===== src/hdl/arp_pkg.sv =====
// Package for the point rotator: word types, stage types, widths and the sine table.
`default_nettype none
package arp_pkg;

    // Field widths of the words
    localparam int COORD_W = 32;
    localparam int OP_W    = 2;
    localparam int ANGLE_W = 12;

    // Angle and fraction resolution
    localparam int ANGLE_BITS = 12;
    localparam int FRAC_BITS  = 16;

    // Quarter-wave table geometry
    localparam int QBITS   = ANGLE_BITS - 2;
    localparam int QUARTER = 1 << QBITS;
    localparam int IDX_W   = QBITS + 1;
    localparam int MAG_W   = FRAC_BITS + 1;
    localparam int TRIG_W  = FRAC_BITS + 2;

    // Datapath widths
    localparam int DIFF_W = COORD_W + 1;
    localparam int PROD_W = DIFF_W + TRIG_W;
    localparam int SUM_W  = PROD_W + 1;
    localparam int RND_W  = SUM_W - FRAC_BITS;
    localparam int NEW_W  = RND_W + 1;

    // Axis codes
    localparam logic [OP_W-1:0] AXIS_X    = OP_W'(0);
    localparam logic [OP_W-1:0] AXIS_Y    = OP_W'(1);
    localparam logic [OP_W-1:0] AXIS_Z    = OP_W'(2);
    localparam logic [OP_W-1:0] AXIS_NONE = OP_W'(3);

    // Rounding offset and saturation limits
    localparam logic signed [SUM_W-1:0] ROUND_HALF = SUM_W'(1) <<< (FRAC_BITS - 1);
    localparam logic signed [NEW_W-1:0] SAT_MAX =
        NEW_W'({1'b0, {(COORD_W-1){1'b1}}});
    localparam logic signed [NEW_W-1:0] SAT_MIN =
        -NEW_W'({1'b1, {(COORD_W-1){1'b0}}});

    // pi/2 in Q2.30
    localparam longint unsigned HALF_PI_Q30 = 64'd1686629713;

    typedef struct packed {
        logic [OP_W-1:0]           operation;
        logic signed [COORD_W-1:0] point_x;
        logic signed [COORD_W-1:0] point_y;
        logic signed [COORD_W-1:0] point_z;
        logic signed [COORD_W-1:0] pivot_x;
        logic signed [COORD_W-1:0] pivot_y;
        logic signed [COORD_W-1:0] pivot_z;
        logic [ANGLE_W-1:0]        angle;
    } t_in_word;

    typedef struct packed {
        logic signed [COORD_W-1:0] rotated_x;
        logic signed [COORD_W-1:0] rotated_y;
        logic signed [COORD_W-1:0] rotated_z;
        logic                      saturated;
    } t_out_word;

    typedef struct packed {
        logic signed [COORD_W-1:0] x;
        logic signed [COORD_W-1:0] y;
        logic signed [COORD_W-1:0] z;
    } t_vec;

    // After pivot subtract and angle fold
    typedef struct packed {
        logic [OP_W-1:0]           op;
        t_vec                      pt;
        logic signed [COORD_W-1:0] pa;
        logic signed [COORD_W-1:0] pb;
        logic signed [DIFF_W-1:0]  da;
        logic signed [DIFF_W-1:0]  db;
        logic [IDX_W-1:0]          sin_idx;
        logic                      sin_neg;
        logic [IDX_W-1:0]          cos_idx;
        logic                      cos_neg;
    } t_s1;

    // After table lookup
    typedef struct packed {
        logic [OP_W-1:0]           op;
        t_vec                      pt;
        logic signed [COORD_W-1:0] pa;
        logic signed [COORD_W-1:0] pb;
        logic signed [DIFF_W-1:0]  da;
        logic signed [DIFF_W-1:0]  db;
        logic signed [TRIG_W-1:0]  s;
        logic signed [TRIG_W-1:0]  c;
    } t_s2;

    // After the four products
    typedef struct packed {
        logic [OP_W-1:0]           op;
        t_vec                      pt;
        logic signed [COORD_W-1:0] pa;
        logic signed [COORD_W-1:0] pb;
        logic signed [PROD_W-1:0]  p_ac;
        logic signed [PROD_W-1:0]  p_bs;
        logic signed [PROD_W-1:0]  p_as;
        logic signed [PROD_W-1:0]  p_bc;
    } t_s3;

    // After sum and rounding
    typedef struct packed {
        logic [OP_W-1:0]           op;
        t_vec                      pt;
        logic signed [COORD_W-1:0] pa;
        logic signed [COORD_W-1:0] pb;
        logic signed [RND_W-1:0]   ra;
        logic signed [RND_W-1:0]   rb;
    } t_s4;

    typedef logic [MAG_W-1:0] t_sine_tab [QUARTER+1];

    // One quarter-wave entry: Taylor series in Q30, rounded to FRAC_BITS
    function automatic logic [MAG_W-1:0] sine_entry(input longint unsigned r);
        longint unsigned x;
        longint unsigned x2;
        longint unsigned term;
        longint          sm;
        x    = (r * HALF_PI_Q30 + ((64'd1 << QBITS) >> 1)) >> QBITS;
        x2   = (x * x) >> 30;
        term = x;
        sm   = longint'(x);
        term = ((term * x2) >> 30) / 6;
        sm   = sm - longint'(term);
        term = ((term * x2) >> 30) / 20;
        sm   = sm + longint'(term);
        term = ((term * x2) >> 30) / 42;
        sm   = sm - longint'(term);
        term = ((term * x2) >> 30) / 72;
        sm   = sm + longint'(term);
        term = ((term * x2) >> 30) / 110;
        sm   = sm - longint'(term);
        term = ((term * x2) >> 30) / 156;
        sm   = sm + longint'(term);
        term = ((term * x2) >> 30) / 210;
        sm   = sm - longint'(term);
        if (sm < 0) begin
            sm = 0;
        end
        sm = (sm + (longint'(1) <<< (29 - FRAC_BITS))) >>> (30 - FRAC_BITS);
        if (sm > (longint'(1) <<< FRAC_BITS)) begin
            sm = longint'(1) <<< FRAC_BITS;
        end
        return MAG_W'(sm);
    endfunction

    function automatic t_sine_tab build_sine_tab();
        t_sine_tab tab;
        for (int i = 0; i <= QUARTER; i++) begin
            tab[i] = sine_entry(longint'(i));
        end
        return tab;
    endfunction

    // Quarter-wave sine magnitudes, indices 0 to QUARTER inclusive
    localparam t_sine_tab SINE_TAB = build_sine_tab();

endpackage
`default_nettype wire


===== src/hdl/arp_prep.sv =====
// First stage: input register, pivot subtract, axis select and angle fold.
`default_nettype none
module arp_prep (
    input  wire                     logic i_clk,
    input  wire                     logic i_rst_n,
    input  wire                     logic i_valid,
    input  wire arp_pkg::t_in_word  i_word,
    output logic                    o_ready,
    output logic                    o_valid,
    output arp_pkg::t_s1            o_s1,
    input  wire                     logic i_ready
);

    logic                                 r_valid;
    arp_pkg::t_s1                         r_s1;
    arp_pkg::t_s1                         n_s1;
    logic [arp_pkg::ANGLE_BITS-1:0]       ang;
    logic [1:0]                           quad;
    logic [arp_pkg::IDX_W-1:0]            idx_fwd;
    logic [arp_pkg::IDX_W-1:0]            idx_rev;
    logic signed [arp_pkg::COORD_W-1:0]   a_pt;
    logic signed [arp_pkg::COORD_W-1:0]   b_pt;

    assign o_ready = !r_valid || i_ready;
    assign o_valid = r_valid;
    assign o_s1    = r_s1;

    // Fold the angle into a quarter-wave index for sine and cosine
    always_comb begin
        ang     = arp_pkg::ANGLE_BITS'(i_word.angle);
        quad    = ang[arp_pkg::ANGLE_BITS-1 -: 2];
        idx_fwd = arp_pkg::IDX_W'(ang[arp_pkg::QBITS-1:0]);
        idx_rev = arp_pkg::IDX_W'(arp_pkg::QUARTER) - idx_fwd;
    end

    // Pick the coordinate pair that the axis turns
    always_comb begin
        n_s1.op   = i_word.operation;
        n_s1.pt.x = i_word.point_x;
        n_s1.pt.y = i_word.point_y;
        n_s1.pt.z = i_word.point_z;
        case (i_word.operation)
            arp_pkg::AXIS_X: begin
                a_pt    = i_word.point_y;
                b_pt    = i_word.point_z;
                n_s1.pa = i_word.pivot_y;
                n_s1.pb = i_word.pivot_z;
            end
            arp_pkg::AXIS_Y: begin
                a_pt    = i_word.point_x;
                b_pt    = i_word.point_z;
                n_s1.pa = i_word.pivot_x;
                n_s1.pb = i_word.pivot_z;
            end
            default: begin
                a_pt    = i_word.point_x;
                b_pt    = i_word.point_y;
                n_s1.pa = i_word.pivot_x;
                n_s1.pb = i_word.pivot_y;
            end
        endcase
        n_s1.da      = arp_pkg::DIFF_W'(a_pt) - arp_pkg::DIFF_W'(n_s1.pa);
        n_s1.db      = arp_pkg::DIFF_W'(b_pt) - arp_pkg::DIFF_W'(n_s1.pb);
        n_s1.sin_idx = quad[0] ? idx_rev : idx_fwd;
        n_s1.sin_neg = quad[1];
        n_s1.cos_idx = quad[0] ? idx_fwd : idx_rev;
        n_s1.cos_neg = quad[1] ^ quad[0];
    end

    always_ff @(posedge i_clk) begin
        if (!i_rst_n) begin
            r_valid <= 1'b0;
        end else if (o_ready) begin
            r_valid <= i_valid;
        end
        if (o_ready) begin
            r_s1 <= n_s1;
        end
    end

endmodule
`default_nettype wire


===== config.mk =====
export PLATFORM = sky130hd
export DESIGN_NAME = arp_prep
export DESIGN_NICKNAME = d
export VERILOG_FILES = /design/src/hdl/arp_pkg.sv /design/src/hdl/arp_prep.sv
export SDC_FILE = /design/constraint.sdc
export NUM_CORES = 1
export LEC_CHECK = 0
export ABC_AREA = 0
export BUFFER_PORTS_ARGS = -buffer_cell sky130_fd_sc_hd__buf_4
export CORE_AREA = 2 2 178 180
export DETAILED_ROUTE_END_ITERATION = 12
export DIE_AREA = 0 0 180 182
export GPL_ROUTABILITY_DRIVEN = 1
export PLACE_DENSITY = 0.79
export SLEW_MARGIN = 5
export SYNTH_ARGS = -nofsm -noshare
export SYNTH_HDL_FRONTEND = slang
export SYNTH_SLANG_ARGS = --single-unit

===== constraint.sdc =====
create_clock -name i_clk -period 9.45 [get_ports i_clk]
set_input_delay 0.945 -clock i_clk [delete_from_list [all_inputs] [get_ports i_clk]]
set_output_delay 0.945 -clock i_clk [all_outputs]
set_load 0.005 [all_outputs]

==> metrics, run 1 <==
status=finished, final reports clean; non-filler instance count after layout=1894; DP Wirelength=33500 µm; Boundary Pins=464; peak supply drop=0.000183 V; setup TNS=0 ns; Max Root-Sink Buffers=3; Cell Chain, Critical Path=buf_4 -> nor2_4 -> buf_4 -> mux2_2 -> ha_1 -> inv_1 -> fa_1 -> a211o_1 -> a21oi_2 -> o2bb2ai_2 -> o21ai_2 -> a21oi_2 -> o41a_1 -> o21ai_0 -> xor2_1; setup repair bufs after CTS=0; crit-path leading delay family=compound AO/OA/AOI/OAI gates; Post-layout nets=1747; global-route wire length before repair=61400 µm; dpl cell area=16900 µm²; part of the cycle the worst path needs=51.5%; starting density of the core=42.1%; Avg Synthesized Cell Area=13.0 µm²; fin area=17800 µm²; Post-Synthesis Cells=1001; Vias/cell=5.32; RSZ-0062 raised after global routing=no; layout cell share with drive strength beyond 1=40.5%; Max-slew headroom=33.4%; largest net degree at the start of global routing=83; total vias in the final route=10100; most frequent cells in the layout=buf_4, edfxtp_1, inv_1, mux2_2, ha_1; Sw Ratio=28.7%; Synth cell types=61; CTS tree=built; die width=180 µm; CP max stage cell=nor2_4; Power Internal=0.00244 W; Async S/R FF share, synth=0%; CTS root buf=clkbuf_16; Final Hold Fails=0; final setup violation count=0; DRT iter0 DRCs=720; ys flop type=edfxtp_1; total overflow reported by the global router=0; total wire length=42300 µm; DRC=0; initial antenna violation count=1; Reg clk slew, reported paths=0.06 ns; Max Fclk=0.206 GHz; leading cell type in the layout, fill and taps excluded=buf_4; critical path class=in2reg; Worst-Margin Slew=0.999 ns; cts hold-fix bufs=0; post-synthesis sequential area ratio=58.0%; Crit Path Max Fanout=41; vias in the first global route=9943; sequential share of power=43.3%; worst hold path class=in2reg; worst hold endpoint=o_s1[157]; Hold Crit Depth=1; Skew-Pair Late Insertion Delay=0.55 ns; worst reg2reg path startpoint=o_valid; Inserted Clock Buffers=28; port bufs=463; Finished Core Util=57.4%; Synth Warn #=0; CTS HTree Levels=1; FF-to-FF End=o_s1[15]; Post-synth EDFFs=251; Comb pwr share=26.0%; worst reg-to-reg setup slack=6.55 ns; endpoint class of the critical path=flop; Pwr Total=0.00342 W; Final min period=4.86 ns; post-synthesis net count=1278; final slew viol count=0; PostCTS Resize Cnt=0; pwr/cell area=192 nW/µm²; clock power share=30.7%; max incr delay on CP=0.68 ns; num rows=65; hold path startpoint=i_word[111]; Worst Path Buf+Inv=3; Area growth syn-to-layout=36.5%; Cells after DPL=1842; average wire per standard cell=22.3 µm; total track usage=24.6%; Sink Count=252; core footprint=31000 µm²; Final ANT Viol Nets=0; Max Cap Violations=0; Mapped Area=13000 µm²; Final GP Congestion=0.916; Worst setup SP type=input port; leakage dissipation=7.87 nW; drt pass-1 iters=6; Die Y=182 µm; Critical Path RT=9.74 ns; r2r worst-path depth=3; Clock Skew=0.0195 ns; CP Data Arrival Time=5.16 ns; NetSw=0.000982 W; synthesis-stage register bit count=252; die area=32800 µm²
-- area by class of cell --
class | count | area [µm²]
Tap cell | 402 | 503
Sequential cell | 252 | 7560
Clock inverter | 18 | 161
Fill cell | 2513 | 13200
Clock buffer | 33 | 719
Antenna cell | 1 | 2.50
Inverter | 81 | 304
Multi-Input combinational cell | 639 | 5040
Timing Repair Buffer | 468 | 3510
-- registers in the layout, summed over array words and instances, names as in the netlist --
signal   count
o_s1       251
o_valid      1
-- kinds of logic (layout without fill, tap and decap cells) --
logic type	count (synthesis)	in the layout	synth area share [%]
other	0	1	0
muxes	131	131	10.7
DFF	252	252	58.0
adders and majority gates	67	67	6.55
buffers and inverters	110	600	3.49
and+or+nand+nor	170	170	6.10
AOI/OAI and AO/OA	197	197	10.2
xor gates and xnor gates	74	74	4.97
-- worst max path at each step --
stage                            from       end  slack, ns  depth (start not counted)
final                     i_word[205]  o_s1[83]       4.59                         15
after global routing      i_word[205]  o_s1[83]       4.37                         15
after CTS                 i_word[205]  o_s1[83]       4.61                         15
after detailed placement  i_word[205]  o_s1[83]       4.02                         15
after global placement    i_word[205]  o_s1[83]       4.11                         15
after floorplan               i_ready   o_valid       1.47                          2
-- cells in the mapped netlist (all sizes together) (6+ instances only) --
| master | instances | area share, % |
|---|---|---|
| edfxtp | 251 | 58 |
| a211oi | 6 | 0.35 |
| inv | 81 | 2.3 |
| a31oi | 9 | 0.43 |
| o21ai | 39 | 1.6 |
| a21oi | 63 | 2.6 |
| nand3 | 12 | 0.46 |
| mux2 | 68 | 5.9 |
| o21bai | 6 | 0.35 |
| and3 | 8 | 0.38 |
| nand2b | 12 | 0.58 |
| o21a | 10 | 0.59 |
| nor3 | 7 | 0.27 |
| nand2 | 64 | 1.9 |
| mux2i | 63 | 4.8 |
| buf | 10 | 0.57 |
| nand4 | 7 | 0.34 |
| ha | 65 | 6.2 |
| a21o | 26 | 1.5 |
| and2 | 6 | 0.31 |
| xor2 | 30 | 2.0 |
| clkbuf | 18 | 0.52 |
| nor2 | 38 | 1.1 |
| o22ai | 6 | 0.29 |
| xnor2 | 44 | 3.0 |
-- metrics by stage --
| stage | worst slack (ns) | hold WS, ns |
|---|---|---|
| 6_report | 4.59 | 0.570 |
| 5_1_grt | 4.37 | 0.539 |
| 4_1_cts | 4.61 | 0.537 |
| 3_5_place_dp | 4.02 | 0.991 |
| 3_3_place_gp | 4.11 | 0.940 |
| 2_1_floorplan | 1.47 | 1.04 |
-- power groups by stage --
| stage | Clock [W] | Sequential (W) | Combinational, W |
|---|---|---|---|
| 2_1_floorplan | 0 | 0.00152 | 0.000400 |
| 3_3_place_gp | 0 | 0.00150 | 0.000874 |
| 3_5_place_dp | 0 | 0.00150 | 0.000883 |
| 4_1_cts | 0.00108 | 0.00148 | 0.000888 |
| 5_1_grt | 0.00112 | 0.00149 | 0.000955 |
| 6_report | 0.00105 | 0.00148 | 0.000890 |
-- layer usage --
metal  up-vias  GRT usage (%)  part of all wire [%]
met5         -              0                     0
met4         0           7.32                   2.4
met3        54           5.44                   7.9
met2       449           41.6                    49
met1      4916           31.7                    40
li1       4660              -                     -
Note: power is estimated with default switching activity, not from simulation.
==> run 2: changes to the inputs <==
--- a/config.mk
+++ b/config.mk
@@ -7,9 +7,9 @@
 export LEC_CHECK = 0
 export ABC_AREA = 0
 export BUFFER_PORTS_ARGS = -buffer_cell sky130_fd_sc_hd__buf_4
-export CORE_AREA = 2 2 178 180
+export CORE_AREA = 2 2 182 184
 export DETAILED_ROUTE_END_ITERATION = 12
-export DIE_AREA = 0 0 180 182
+export DIE_AREA = 0 0 184 186
 export GPL_ROUTABILITY_DRIVEN = 1
 export PLACE_DENSITY = 0.79
 export SLEW_MARGIN = 5
==> constraint.sdc (replaced) <==
create_clock -name i_clk -period 4 [get_ports i_clk]
set_input_delay 0.4 -clock i_clk [delete_from_list [all_inputs] [get_ports i_clk]]
set_output_delay 0.4 -clock i_clk [all_outputs]
set_load 0.005 [all_outputs]
==> run 2 against run 1 <==
  * Hold slack lost 0.52 ns
  * Largest power group unchanged
  * Worst setup slack lost 3.8 ns
  * Utilization down 1.7 points
  * Power up 140%
  * Flip-flop and latch count unchanged
  * First-iteration DRC count decreased by 3.6%
  * Clock skew down 0.013 ns
  * Sequential power is 140% higher
  * Highest routed layer is now met5
  * Register-to-register slack worse by 4.4 ns
  * Critical endpoint is now o_s1[48]
  * Wire length grew 1.9%
==> metrics, run 2 (same netlist as run 1, synthesis figures left out) <==
status=finished, final reports clean; total vias in the final route=10200; setup TNS=0 ns; Max-slew headroom=42.9%; starting density of the core=40.5%; initial antenna violation count=4; Final GP Congestion=0.930; crit-path leading delay family=compound AO/OA/AOI/OAI gates; drt pass-1 iters=5; final setup violation count=0; CTS root buf=clkbuf_16; endpoint class of the critical path=flop; cts hold-fix bufs=0; Pwr Total=0.00816 W; Final min period=3.20 ns; DRT iter0 DRCs=694; Final ANT Viol Nets=0; part of the cycle the worst path needs=80.1%; final slew viol count=0; worst hold path class=in2reg; setup repair bufs after CTS=0; core footprint=32200 µm²; layout cell share with drive strength beyond 1=41.1%; number of flip-flops in the largest register=251; Die Y=186 µm; Boundary Pins=464; largest net degree at the start of global routing=84; multi-input combinational cell area=5040 µm²; Critical Path RT=4.27 ns; total track usage=24.0%; Max Cap Violations=0; Worst-Margin Slew=0.856 ns; PostCTS Resize Cnt=0; Cell Chain, Critical Path=buf_4 -> buf_12 -> mux2i_1 -> ha_1 -> inv_1 -> fa_1 -> a211oi_1 -> o21ai_2 -> o2111ai_2 -> a21oi_1 -> a21oi_1 -> o21bai_1 -> a21oi_1 -> xnor2_1; Max Root-Sink Buffers=3; CTS tree=built; Worst setup SP type=input port; most used cell, CP=a21oi_1; total overflow reported by the global router=0; peak supply drop=0.000336 V; Clock Skew=0.00676 ns; average wire per standard cell=22.6 µm; Final Hold Fails=0; pwr/cell area=454 nW/µm²; Inserted Clock Buffers=27; Reg clk slew, reported paths=0.06 ns; DP Wirelength=34500 µm; Area growth syn-to-layout=37.8%; total wire length=43100 µm; DRC=0; max incr delay on CP=0.43 ns; vias in the first global route=10100; Sink Count=252; CP Data Arrival Time=3.48 ns; Filler Cell Count=2630; Max Fclk=0.312 GHz; die width=184 µm; RSZ-0062 raised after global routing=no; Worst Path Buf+Inv=3; port bufs=463; leading cell type in the layout, fill and taps excluded=buf_4; global-route wire length before repair=61200 µm; leakage dissipation=7.97 nW; CTS HTree Levels=1; num rows=66; Skew-Pair Late Insertion Delay=0.53 ns; CP max stage cell=fa_1; most frequent cells in the layout=buf_4, edfxtp_1, inv_1, mux2_2, ha_1; critical path class=in2reg; Crit Path Max Fanout=42; die area=34200 µm²; Vias/cell=5.34; Post-layout nets=1759; register area=7560 µm²
## run 2: cell count changes in the layout (fill, tap and decap cells not counted), moves of 2 or more
| cell | change |
|---|---|
| clkinv_1 | -3 |
| buf_4 | +8 |
| bufinv_16 | +3 |
| clkinv_2 | +5 |
| clkinvlp_4 | -3 |
| clkinv_8 | -2 |
| buf_12 | +5 |
## run 2: layer usage
metal / GRT usage, % / vias up / wire, µm / share of wire (%)
met5: 0 / - / 27 / 0.063
met4: 7.81 / 4 / 1320 / 3.1
met3: 4.56 / 77 / 3140 / 7.3
met2: 41.0 / 443 / 21200 / 49
met1: 30.9 / 4960 / 17400 / 40
li1: - / 4699 / - / -
## run 2: metrics by stage
stage	instance area [µm²]	utilization (%)	setup WS, ns	hold WS [ns]	instances
floorplan	13000	-	0.294	0.499	1001
global placement	17100	53.0	0.400	0.588	1861
detailed placement	17100	53.0	0.309	0.588	1861
CTS	18000	55.7	0.846	0.0313	1907
global route	18000	55.8	0.663	0.0330	1908
finish	18000	55.8	0.797	0.0523	1908
## run 2: worst paths after layout
kind / cells after the start / slack [ns] / end / from
max reg2reg: 2 / 2.12 / o_s1[240] / o_valid
min: 1 / 0.05 / o_s1[183] / i_word[137]
max: 14 / 0.80 / o_s1[48] / i_word[205]
min reg2reg: 1 / 1.18 / o_s1[130] / o_valid
## run 2: area by class of cell
cell class                 instances  area share (%)
multi-input combinational        639            28.1
timing repair buffer             481            20.5
inverter                          81            1.69
antenna                            1          0.0139
tap                              408            2.84
clock buffer                      31            3.85
sequential                       252            42.1
clock inverter                    15            1.01
## run 2: where the power goes
part | switching (W) | internal [W]
Combinational | 0.00110 | 0.00105
Clock | 0.00104 | 0.00149
Sequential | 0.000121 | 0.00336
